--- config.mk ---
export PLATFORM = sky130hd
export DESIGN_NAME = signed_int_to_radix_digits_unit
export DESIGN_NICKNAME = d
export VERILOG_FILES = /design/src/srd_pkg.sv /design/src/signed_int_to_radix_digits_unit.sv /design/src/srd_alpha_check.sv /design/src/srd_divider.sv
export VERILOG_INCLUDE_DIRS = /design/src /design/src/src
export SDC_FILE = /design/constraint.sdc
export NUM_CORES = 1
export LEC_CHECK = 0
export BUFFER_PORTS_ARGS = -buffer_cell sky130_fd_sc_hd__buf_2
export CAP_MARGIN = 20
export CORE_ASPECT_RATIO = 1.5
export CORE_MARGIN = 1
export CORE_UTILIZATION = 58
export DETAILED_ROUTE_END_ITERATION = 10
export HOLD_SLACK_MARGIN = 0.02
export PLACE_DENSITY = 0.82
export SLEW_MARGIN = 15
export SYNTH_ARGS = -nofsm -noshare
export SYNTH_HDL_FRONTEND = slang
export SYNTH_SLANG_ARGS = --single-unit
--- constraint.sdc ---
create_clock -name clk -period 10.7 [get_ports clk]
set_input_delay 2.14 -clock clk [delete_from_list [all_inputs] [get_ports clk]]
set_output_delay 2.14 -clock clk [all_outputs]
set_load 0.02 [all_outputs]
--- src/signed_int_to_radix_digits_unit_assert.svh ---
// Assertion macros for the signed integer to radix digits unit.
// Expects clk and arst_n in the scope where a macro is used.
`ifndef SIGNED_INT_TO_RADIX_DIGITS_UNIT_ASSERT_SVH
`define SIGNED_INT_TO_RADIX_DIGITS_UNIT_ASSERT_SVH

// Same-cycle implication, checked outside reset.
`define SRD_ASSERT_IMP(label, ante, cons, msg) \
	label: assert property (@(posedge clk) disable iff (!arst_n) (ante) |-> (cons)) \
		else $error(msg);

// Next-cycle implication, checked outside reset.
`define SRD_ASSERT_NXT(label, ante, cons, msg) \
	label: assert property (@(posedge clk) disable iff (!arst_n) (ante) |=> (cons)) \
		else $error(msg);

`endif

--- src/srd_pkg.sv ---
// Shared constants, divider request/response types and the digit character lookup
// for the signed integer to radix digits unit. No dependencies.
`default_nettype none

package srd_pkg;

	localparam int DATA_W      = 32;
	localparam int RADIX_W     = 5;
	localparam int DIGIT_W     = 4;
	localparam int CHAR_W      = 8;
	localparam int CFG_W       = 64;
	localparam int CFG_IDX_W   = 2;
	localparam int MAX_RADIX   = 16;
	localparam int MAX_DIGITS  = 32;
	localparam int PTR_W       = $clog2(MAX_DIGITS);
	localparam int CHUNK_W     = 8;
	localparam int DIV_STEPS   = DATA_W / CHUNK_W;
	localparam int CNT_W       = $clog2(DIV_STEPS);

	// Register indexes on the write port
	localparam logic [CFG_IDX_W-1:0] REG_RADIX      = 2'd0;
	localparam logic [CFG_IDX_W-1:0] REG_CHARS_LOW  = 2'd1;
	localparam logic [CFG_IDX_W-1:0] REG_CHARS_HIGH = 2'd2;

	localparam logic [CHAR_W-1:0] CH_MINUS = 8'h2D;
	localparam logic [CHAR_W-1:0] CH_PLUS  = 8'h2B;
	localparam logic [CHAR_W-1:0] CH_NUL   = 8'h00;

	typedef struct packed {
		logic                start;
		logic [DATA_W-1:0]   dividend;
		logic [RADIX_W-1:0]  divisor;
	} div_req_t;

	typedef struct packed {
		logic                busy;
		logic                done;
		logic [DATA_W-1:0]   quotient;
		logic [DIGIT_W-1:0]  remainder;
	} div_rsp_t;

	// Digit character at a position: 0..7 from the low word, 8..15 from the high word
	function automatic logic [CHAR_W-1:0] char_at(
		input logic [CFG_W-1:0]   chars_low,
		input logic [CFG_W-1:0]   chars_high,
		input logic [DIGIT_W-1:0] pos
	);
		logic [5:0] sel;
		sel = {pos[2:0], 3'b000};
		if (pos[3]) begin
			return chars_high[sel +: CHAR_W];
		end else begin
			return chars_low[sel +: CHAR_W];
		end
	endfunction

endpackage

`default_nettype wire

--- src/signed_int_to_radix_digits_unit.sv ---
// Top level of the signed integer to radix digits unit: configuration registers,
// sequencer, digit buffer and output register. Depends on srd_pkg, srd_alpha_check,
// srd_divider and signed_int_to_radix_digits_unit_assert.svh.
`default_nettype none
`include "signed_int_to_radix_digits_unit_assert.svh"

// Renders one signed 32-bit word per input as text in a configured radix (2 to 16),
// one character per output word, most significant digit first. A negative value
// gives a leading '-' and then the digits of its magnitude (the most negative value
// included); zero gives the single digit character 0; is_last marks the final
// character. If the alphabet is unusable (radix below 2 or above 16, a digit
// character that is NUL, '+' or '-', or two equal digit characters in use) the
// input word is consumed and nothing is produced. One input word is in flight at a
// time: in_stall stays high from acceptance until the last character has been
// loaded into the output register. A single divider produces the digits one after
// another, 8 quotient bits per cycle, and the characters are handed out once the
// division is done. Write configuration only while the unit is idle.
module signed_int_to_radix_digits_unit (
	input  wire logic                           clk,
	input  wire logic                           arst_n,
	// configuration write port
	input  wire logic                           cfg_we,
	input  wire logic [srd_pkg::CFG_IDX_W-1:0]  cfg_index,
	input  wire logic [srd_pkg::CFG_W-1:0]      cfg_data,
	// input channel
	input  wire logic                           in_valid,
	output logic                                in_stall,
	input  wire logic signed [srd_pkg::DATA_W-1:0] value,
	// output channel
	output logic                                out_valid,
	input  wire logic                           out_stall,
	output logic [srd_pkg::CHAR_W-1:0]          out_char,
	output logic                                is_last
);
	import srd_pkg::*;

	typedef enum logic [4:0] {
		ST_IDLE  = 5'b00001,
		ST_CHECK = 5'b00010,
		ST_DIV   = 5'b00100,
		ST_SIGN  = 5'b01000,
		ST_EMIT  = 5'b10000
	} state_t;

	// configuration registers
	logic [RADIX_W-1:0] radix_q;
	logic [CFG_W-1:0]   chars_lo_q;
	logic [CFG_W-1:0]   chars_hi_q;

	// sequencer and working storage
	state_t             state_q;
	state_t             state_d;
	logic [PTR_W-1:0]   ptr_q;
	logic [DIGIT_W-1:0] digits_q [MAX_DIGITS];
	logic [DATA_W-1:0]  mag_q;
	logic               neg_q;

	// output register
	logic               out_valid_q;
	logic [CHAR_W-1:0]  out_char_q;
	logic               is_last_q;

	logic               alpha_ok;
	div_req_t           div_req;
	div_rsp_t           div_rsp;

	logic [DATA_W-1:0]  raw;
	logic [DATA_W-1:0]  mag_in;
	logic               in_accept;
	logic               out_free;
	logic               out_load;
	logic               more_digits;
	logic [CHAR_W-1:0]  digit_char;

	srd_alpha_check u_alpha (
		.clk        (clk),
		.arst_n     (arst_n),
		.radix      (radix_q),
		.chars_low  (chars_lo_q),
		.chars_high (chars_hi_q),
		.ok         (alpha_ok)
	);

	srd_divider u_div (
		.clk    (clk),
		.arst_n (arst_n),
		.req    (div_req),
		.rsp    (div_rsp)
	);

	// Take the magnitude in unsigned arithmetic so the most negative value survives
	assign raw    = value;
	assign mag_in = raw[DATA_W-1] ? (~raw + DATA_W'(1)) : raw;

	assign in_stall  = (state_q != ST_IDLE);
	assign in_accept = in_valid && !in_stall;

	// The output register can take a word when empty or when its word leaves now
	assign out_free = !out_valid_q || !out_stall;
	assign out_load = out_free && (state_q == ST_SIGN || state_q == ST_EMIT);

	// Keep dividing while the quotient is nonzero and the buffer has room
	assign more_digits = (div_rsp.quotient != '0) && (ptr_q != PTR_W'(MAX_DIGITS - 1));

	// Kick the divider once the alphabet is known good, then chain on each digit
	assign div_req.start    = (state_q == ST_CHECK && alpha_ok)
		|| (state_q == ST_DIV && div_rsp.done && more_digits);
	assign div_req.dividend = (state_q == ST_CHECK) ? mag_q : div_rsp.quotient;
	assign div_req.divisor  = radix_q;

	assign digit_char = char_at(chars_lo_q, chars_hi_q, digits_q[ptr_q]);

	always_comb begin
		state_d = state_q;
		unique case (state_q)
			ST_IDLE: begin
				if (in_accept) begin
					state_d = ST_CHECK;
				end
			end
			ST_CHECK: begin
				// drop the word silently on a bad alphabet
				state_d = alpha_ok ? ST_DIV : ST_IDLE;
			end
			ST_DIV: begin
				if (div_rsp.done && !more_digits) begin
					state_d = neg_q ? ST_SIGN : ST_EMIT;
				end
			end
			ST_SIGN: begin
				if (out_free) begin
					state_d = ST_EMIT;
				end
			end
			ST_EMIT: begin
				if (out_free && ptr_q == '0) begin
					state_d = ST_IDLE;
				end
			end
			default: begin
				state_d = ST_IDLE;
			end
		endcase
	end

	// Configuration writes; index three is ignored
	always_ff @(posedge clk or negedge arst_n) begin
		if (!arst_n) begin
			radix_q    <= '0;
			chars_lo_q <= '0;
			chars_hi_q <= '0;
		end else if (cfg_we) begin
			unique case (cfg_index)
				REG_RADIX:      radix_q    <= cfg_data[RADIX_W-1:0];
				REG_CHARS_LOW:  chars_lo_q <= cfg_data;
				REG_CHARS_HIGH: chars_hi_q <= cfg_data;
				default: begin
				end
			endcase
		end
	end

	// Sequencer state, digit pointer and output valid
	always_ff @(posedge clk or negedge arst_n) begin
		if (!arst_n) begin
			state_q     <= ST_IDLE;
			ptr_q       <= '0;
			out_valid_q <= 1'b0;
		end else begin
			state_q <= state_d;
			if (in_accept) begin
				ptr_q <= '0;
			end else if (state_q == ST_DIV && div_rsp.done && more_digits) begin
				ptr_q <= ptr_q + PTR_W'(1);
			end else if (state_q == ST_EMIT && out_free && ptr_q != '0) begin
				ptr_q <= ptr_q - PTR_W'(1);
			end

			if (out_load) begin
				out_valid_q <= 1'b1;
			end else if (!out_stall) begin
				out_valid_q <= 1'b0;
			end
		end
	end

	// Payload: magnitude, sign, digit buffer (least significant first) and output word
	always_ff @(posedge clk) begin
		if (in_accept) begin
			mag_q <= mag_in;
			neg_q <= raw[DATA_W-1];
		end
		if (state_q == ST_DIV && div_rsp.done) begin
			digits_q[ptr_q] <= div_rsp.remainder;
		end
		if (out_load) begin
			if (state_q == ST_SIGN) begin
				out_char_q <= CH_MINUS;
				is_last_q  <= 1'b0;
			end else begin
				out_char_q <= digit_char;
				is_last_q  <= (ptr_q == '0);
			end
		end
	end

	assign out_valid = out_valid_q;
	assign out_char  = out_char_q;
	assign is_last   = is_last_q;

	`SRD_ASSERT_IMP(a_div_start_free, div_req.start, !div_rsp.busy || div_rsp.done, "divider restarted mid-division")
	`SRD_ASSERT_IMP(a_rem_below_radix, div_rsp.done, RADIX_W'(div_rsp.remainder) < radix_q, "digit not below radix")
	`SRD_ASSERT_IMP(a_sign_only_neg, state_q == ST_SIGN, neg_q, "sign state for a nonnegative value")
	`SRD_ASSERT_NXT(a_last_to_idle, out_load && state_q == ST_EMIT && ptr_q == '0, state_q == ST_IDLE && is_last_q, "last digit did not close the word")

endmodule

`default_nettype wire

--- src/srd_alpha_check.sv ---
// Alphabet check: radix range, forbidden characters and duplicates, registered.
// Depends on srd_pkg.
`default_nettype none

module srd_alpha_check (
	input  wire logic                         clk,
	input  wire logic                         arst_n,
	input  wire logic [srd_pkg::RADIX_W-1:0]  radix,
	input  wire logic [srd_pkg::CFG_W-1:0]    chars_low,
	input  wire logic [srd_pkg::CFG_W-1:0]    chars_high,
	output logic                              ok
);
	import srd_pkg::*;

	logic [CHAR_W-1:0]    ch [MAX_RADIX];
	logic [MAX_RADIX-1:0] used;
	logic                 bad;
	logic                 range_ok;
	logic                 ok_q;

	always_comb begin
		for (int a = 0; a < MAX_RADIX; a++) begin
			ch[a]   = char_at(chars_low, chars_high, DIGIT_W'(a));
			used[a] = RADIX_W'(a) < radix;
		end
	end

	// used[b] with b above a implies used[a]
	always_comb begin
		bad = 1'b0;
		for (int a = 0; a < MAX_RADIX; a++) begin
			if (used[a] && (ch[a] == CH_NUL || ch[a] == CH_MINUS || ch[a] == CH_PLUS)) begin
				bad = 1'b1;
			end
			for (int b = a + 1; b < MAX_RADIX; b++) begin
				if (used[b] && ch[a] == ch[b]) begin
					bad = 1'b1;
				end
			end
		end
	end

	assign range_ok = (radix >= RADIX_W'(2)) && (radix <= RADIX_W'(MAX_RADIX));

	always_ff @(posedge clk or negedge arst_n) begin
		if (!arst_n) begin
			ok_q <= 1'b0;
		end else begin
			ok_q <= range_ok && !bad;
		end
	end

	assign ok = ok_q;

endmodule

`default_nettype wire

--- src/srd_divider.sv ---
// Iterative divider: 32-bit dividend by a radix of up to 16,
// CHUNK_W quotient bits per cycle. Depends on srd_pkg.
`default_nettype none

module srd_divider (
	input  wire logic               clk,
	input  wire logic               arst_n,
	input  wire srd_pkg::div_req_t  req,
	output srd_pkg::div_rsp_t       rsp
);
	import srd_pkg::*;

	logic [DATA_W-1:0]  work_q;
	logic [DIGIT_W-1:0] rem_q;
	logic [CNT_W-1:0]   cnt_q;
	logic               busy_q;

	logic [DIGIT_W-1:0] step_rem;
	logic [RADIX_W-1:0] trial;
	logic [CHUNK_W-1:0] qbits;
	logic [DATA_W-1:0]  work_n;
	logic               last;

	// Restoring division over one chunk; remainder stays below the divisor
	always_comb begin
		step_rem = rem_q;
		trial    = '0;
		qbits    = '0;
		for (int i = 0; i < CHUNK_W; i++) begin
			trial = {step_rem, work_q[DATA_W-1-i]};
			if (trial >= req.divisor) begin
				step_rem             = DIGIT_W'(trial - req.divisor);
				qbits[CHUNK_W-1-i]   = 1'b1;
			end else begin
				step_rem = trial[DIGIT_W-1:0];
			end
		end
	end

	assign work_n = {work_q[DATA_W-CHUNK_W-1:0], qbits};
	assign last   = busy_q && (cnt_q == CNT_W'(DIV_STEPS - 1));

	assign rsp.busy      = busy_q;
	assign rsp.done      = last;
	assign rsp.quotient  = work_n;
	assign rsp.remainder = step_rem;

	always_ff @(posedge clk or negedge arst_n) begin
		if (!arst_n) begin
			busy_q <= 1'b0;
			cnt_q  <= '0;
		end else if (req.start) begin
			busy_q <= 1'b1;
			cnt_q  <= '0;
		end else if (busy_q) begin
			cnt_q <= cnt_q + CNT_W'(1);
			if (last) begin
				busy_q <= 1'b0;
			end
		end
	end

	// Dividend shifts out on top while quotient bits shift in below
	always_ff @(posedge clk) begin
		if (req.start) begin
			work_q <= req.dividend;
			rem_q  <= '0;
		end else if (busy_q) begin
			work_q <= work_n;
			rem_q  <= step_rem;
		end
	end

endmodule

`default_nettype wire
==> results by group <==
Run status
  – Status: completed

Yosys
  – Multiplexer area fraction after synthesis: 11.1%
  – Post-Syn Area: slightly below 30000 um^2
  – Mapped Cells: around 3000
  – Asr flop ratio synth: 41.8%
  – Post-synthesis net count: 3147
  – Avg Synthesized Cell Area: 9.96 um^2
  – Post-synth EDFFs: ~200
  – Xor and xnor area share after synthesis: 30.1%
  – Distinct cells, synth: 85
  – Synth Area in Simple Gates: 11.4%
  – FF+latch count, synth: around 350
  – Post-Synth Adder-Cell Area: about 2.5%
  – Compound-Gate Fraction of Synth Area: 6.65%
  – Syn. warnings: 0
  – Ys flop type: edfxtp_1
  – Largest family of logic cells by synthesized area: XOR/XNOR gates
  – Sequential fraction of the synthesis area: between 30% and 40%

Die
  – Die area: 52300 um^2
  – Placeable core area: 50700 um^2
  – Die Y: 279 um
  – Num rows: 101
  – Die Width: roughly 190 um
  – Starting Density: 58.7%
  – Num ports: 114

Routing
  – Avg WL per Cell: 31.5 um
  – Final wirelength: 116000 um
  – Drt pass-1 iters: 8
  – Residual DRC count: 0
  – Final ANT Viol Nets: 0
  – Drt first-iter violations: around 3900
  – Vias: between 20000 and 30000
  – Drt via density: 7.05

Clocking
  – CTS root buffer: clkbuf_16
  – Total CTS buffers: 36
  – H-tree lvl count: 2
  – Clock transition at path regs: approximately 70 ps
  – Sink Count: 354
  – CTS max path bufs: 3
  – CTS tree: yes
  – Skew-Pair Late Insertion Delay: roughly 590 ps

Timing
  – Clk_skew: around 34 ps
  – Final setup vio count: 0
  – Final Hold Violating Endpoints: 0
  – Slew headroom: 11.2%
  – Max Freq: around 96 MHz
  – Worst slew pin tran: 1320 ps
  – Final period utilization: 97.4%
  – Tmin final: 10420 ps
  – Slew Limit Fails: 0

Worst setup path
  – Largest stage delay on the critical path: 390 ps
  – CP endpoint kind: register
  – CP Depth: 54
  – Reg2reg path depth: 54
  – Setup crit start kind: register
  – Reg-to-reg setup timing slack: 280 ps
  – Worst Path Arrival: 10910 ps
  – Largest delay share family, worst path: compound AO/OA/AOI/OAI gates
  – CP max-delay cell: edfxtp_1
  – Buf+Inv Stages, Crit Path: 9
  – CP max FO: 7
  – WS Path Type: reg2reg
  – WP data required: 11190 ps

Worst hold path
  – Worst Hold Depth: 1
  – Class of the worst hold path: reg2reg

Flow run
  – Max Cap Viol: 0

Global route
  – Vias in the first global route: approximately 26000
  – First-pass GRT wire length: approximately 170000 um
  – Initial antenna violation count: 6
  – Grt total ovfl: 0
  – GRT Total Usage: 44.2%
  – Largest net degree at the start of global routing: 83

Finish
  – Share of cells above drive strength 1: 20.4%
  – Layout Nets: 3155
  – ANT cells: 0
  – Fin cells: between 3000 and 4000
  – Layout area overhead: 10.3%

Placed design
  – GPL Wtd Cong: 1.10
  – Port bufs: 113
  – Placed cells: 3600
  – Final HPWL DP: 72500 um
==> cell usage after synthesis (all sizes together) (36+ instances only) <==
cell    instances  area, um^2
nor4          134         845
o21ai          36         180
dfrtp         147        3680
o22ai          40         250
nand3          42         210
a22oi          36         270
xnor2         584        5110
mux2          191        2150
nor2           83         322
clkbuf        141         529
nor3           37         190
nand2          84         318
ha             45         563
mux2i         111        1110
a21oi          51         255
xor2          439        3840
nand4         137         857
edfxtp        202        6070
inv            43         161
buf           172         827
==> sequential cells by signal (all words and copies together) (netlist names) <==
register / cells
neg_q: 1
out_char: 8
chars_lo_q: 64
state_q: 5
u_div.rem_q: 4
out_valid: 1
digits_q: 128
u_div.busy_q: 1
u_alpha.ok: 1
chars_hi_q: 64
mag_q: 32
radix_q: 5
u_div.cnt_q: 2
ptr_q: 5
u_div.work_q: 32
is_last: 1
==> routing by layer <==
| layer | part of all wire (%) | track usage (%) |
|---|---|---|
| met5 | 0.061 | 0 |
| met4 | 11 | 37.4 |
| met3 | 13 | 15.4 |
| met2 | 44 | 68.6 |
| met1 | 32 | 48.6 |
==> worst paths after layout <==
| check | from | to |
|---|---|---|
| worst max-delay path | u_div.work_q[31] | ptr_q[4] |
| worst min-delay path | chars_hi_q[9] | chars_hi_q[9] |
| worst max register to register | u_div.work_q[31] | ptr_q[4] |
| worst min register to register | chars_hi_q[9] | chars_hi_q[9] |
| max in group asynchronous | arst_n | chars_hi_q[57] |
| min in group asynchronous | arst_n | chars_lo_q[24] |
==> repair_timing <==
item                       in CTS  in global routing
setup endpoints to repair       3                104
gates resized for setup        17                 40
buffers inserted                6                 13
pin swaps                       4                 18
hold buffers                    0                  0
==> cells by family after synthesis <==
| family | after synthesis |
|---|---|
| xor gates and xnor gates | 1023 |
| and+or+nand+nor | 608 |
| DFF | 354 |
| adders and majority gates | 54 |
| buffers and inverters | 357 |
| muxes | 304 |
| AOI/OAI and AO/OA | 290 |
==> worst register-to-register path, delay by kind of cell, from the launching register on <==
kind	cells	cell delay, ps
AND/OR/NAND/NOR	3	410
AO/OA/AOI/OAI	25	4190
adder cells (fa/ha/maj)	9	2270
multiplexers	8	2260
flip-flops	1	390
buffers and inverters	9	850
==> stage by stage <==
stage          hold slack [ps]  instance area (um^2)  utilization [%]  setup WS (ps)  setup TNS [ps]
5_1_grt                    527                 32800             64.8           -155           -4720
6_report                   508                 32800             64.8            278               0
3_3_place_gp               488                 30900             61.0           45.8               0
2_1_floorplan              485                 29800                -           78.9               0
3_5_place_dp               498                 31000             61.1           -453            -758
4_1_cts                    511                 32300             63.8           20.7               0
==> cell usage in the layout (no fill, tap or decap), types with 35 or more instances in the layout <==
master / n
nand4_1: 137
nor2_1: 79
a21oi_1: 37
inv_1: 39
o22ai_1: 40
a22oi_1: 36
mux2_2: 183
xnor2_1: 584
xor2_1: 439
nor4_1: 128
clkbuf_16: 37
nor3_1: 35
edfxtp_1: 202
mux2i_1: 106
buf_2: 114
nand3_1: 42
buf_4: 158
dfrtp_1: 144
nand2_1: 82
==> final cells by class <==
cell class              instances  area [um^2]
clock buffers                  47         1000
clock inverters                19          258
fillers                      3887        17800
inverters                      44          166
multi-input cells            2279        18800
flip-flops and latches        354         9860
well taps                     669          837
repair buffers                283         1910
Power is left out: the tool's default activity adds up to more than one toggle a clock period on the data nets, which glitch-free logic cannot reach.
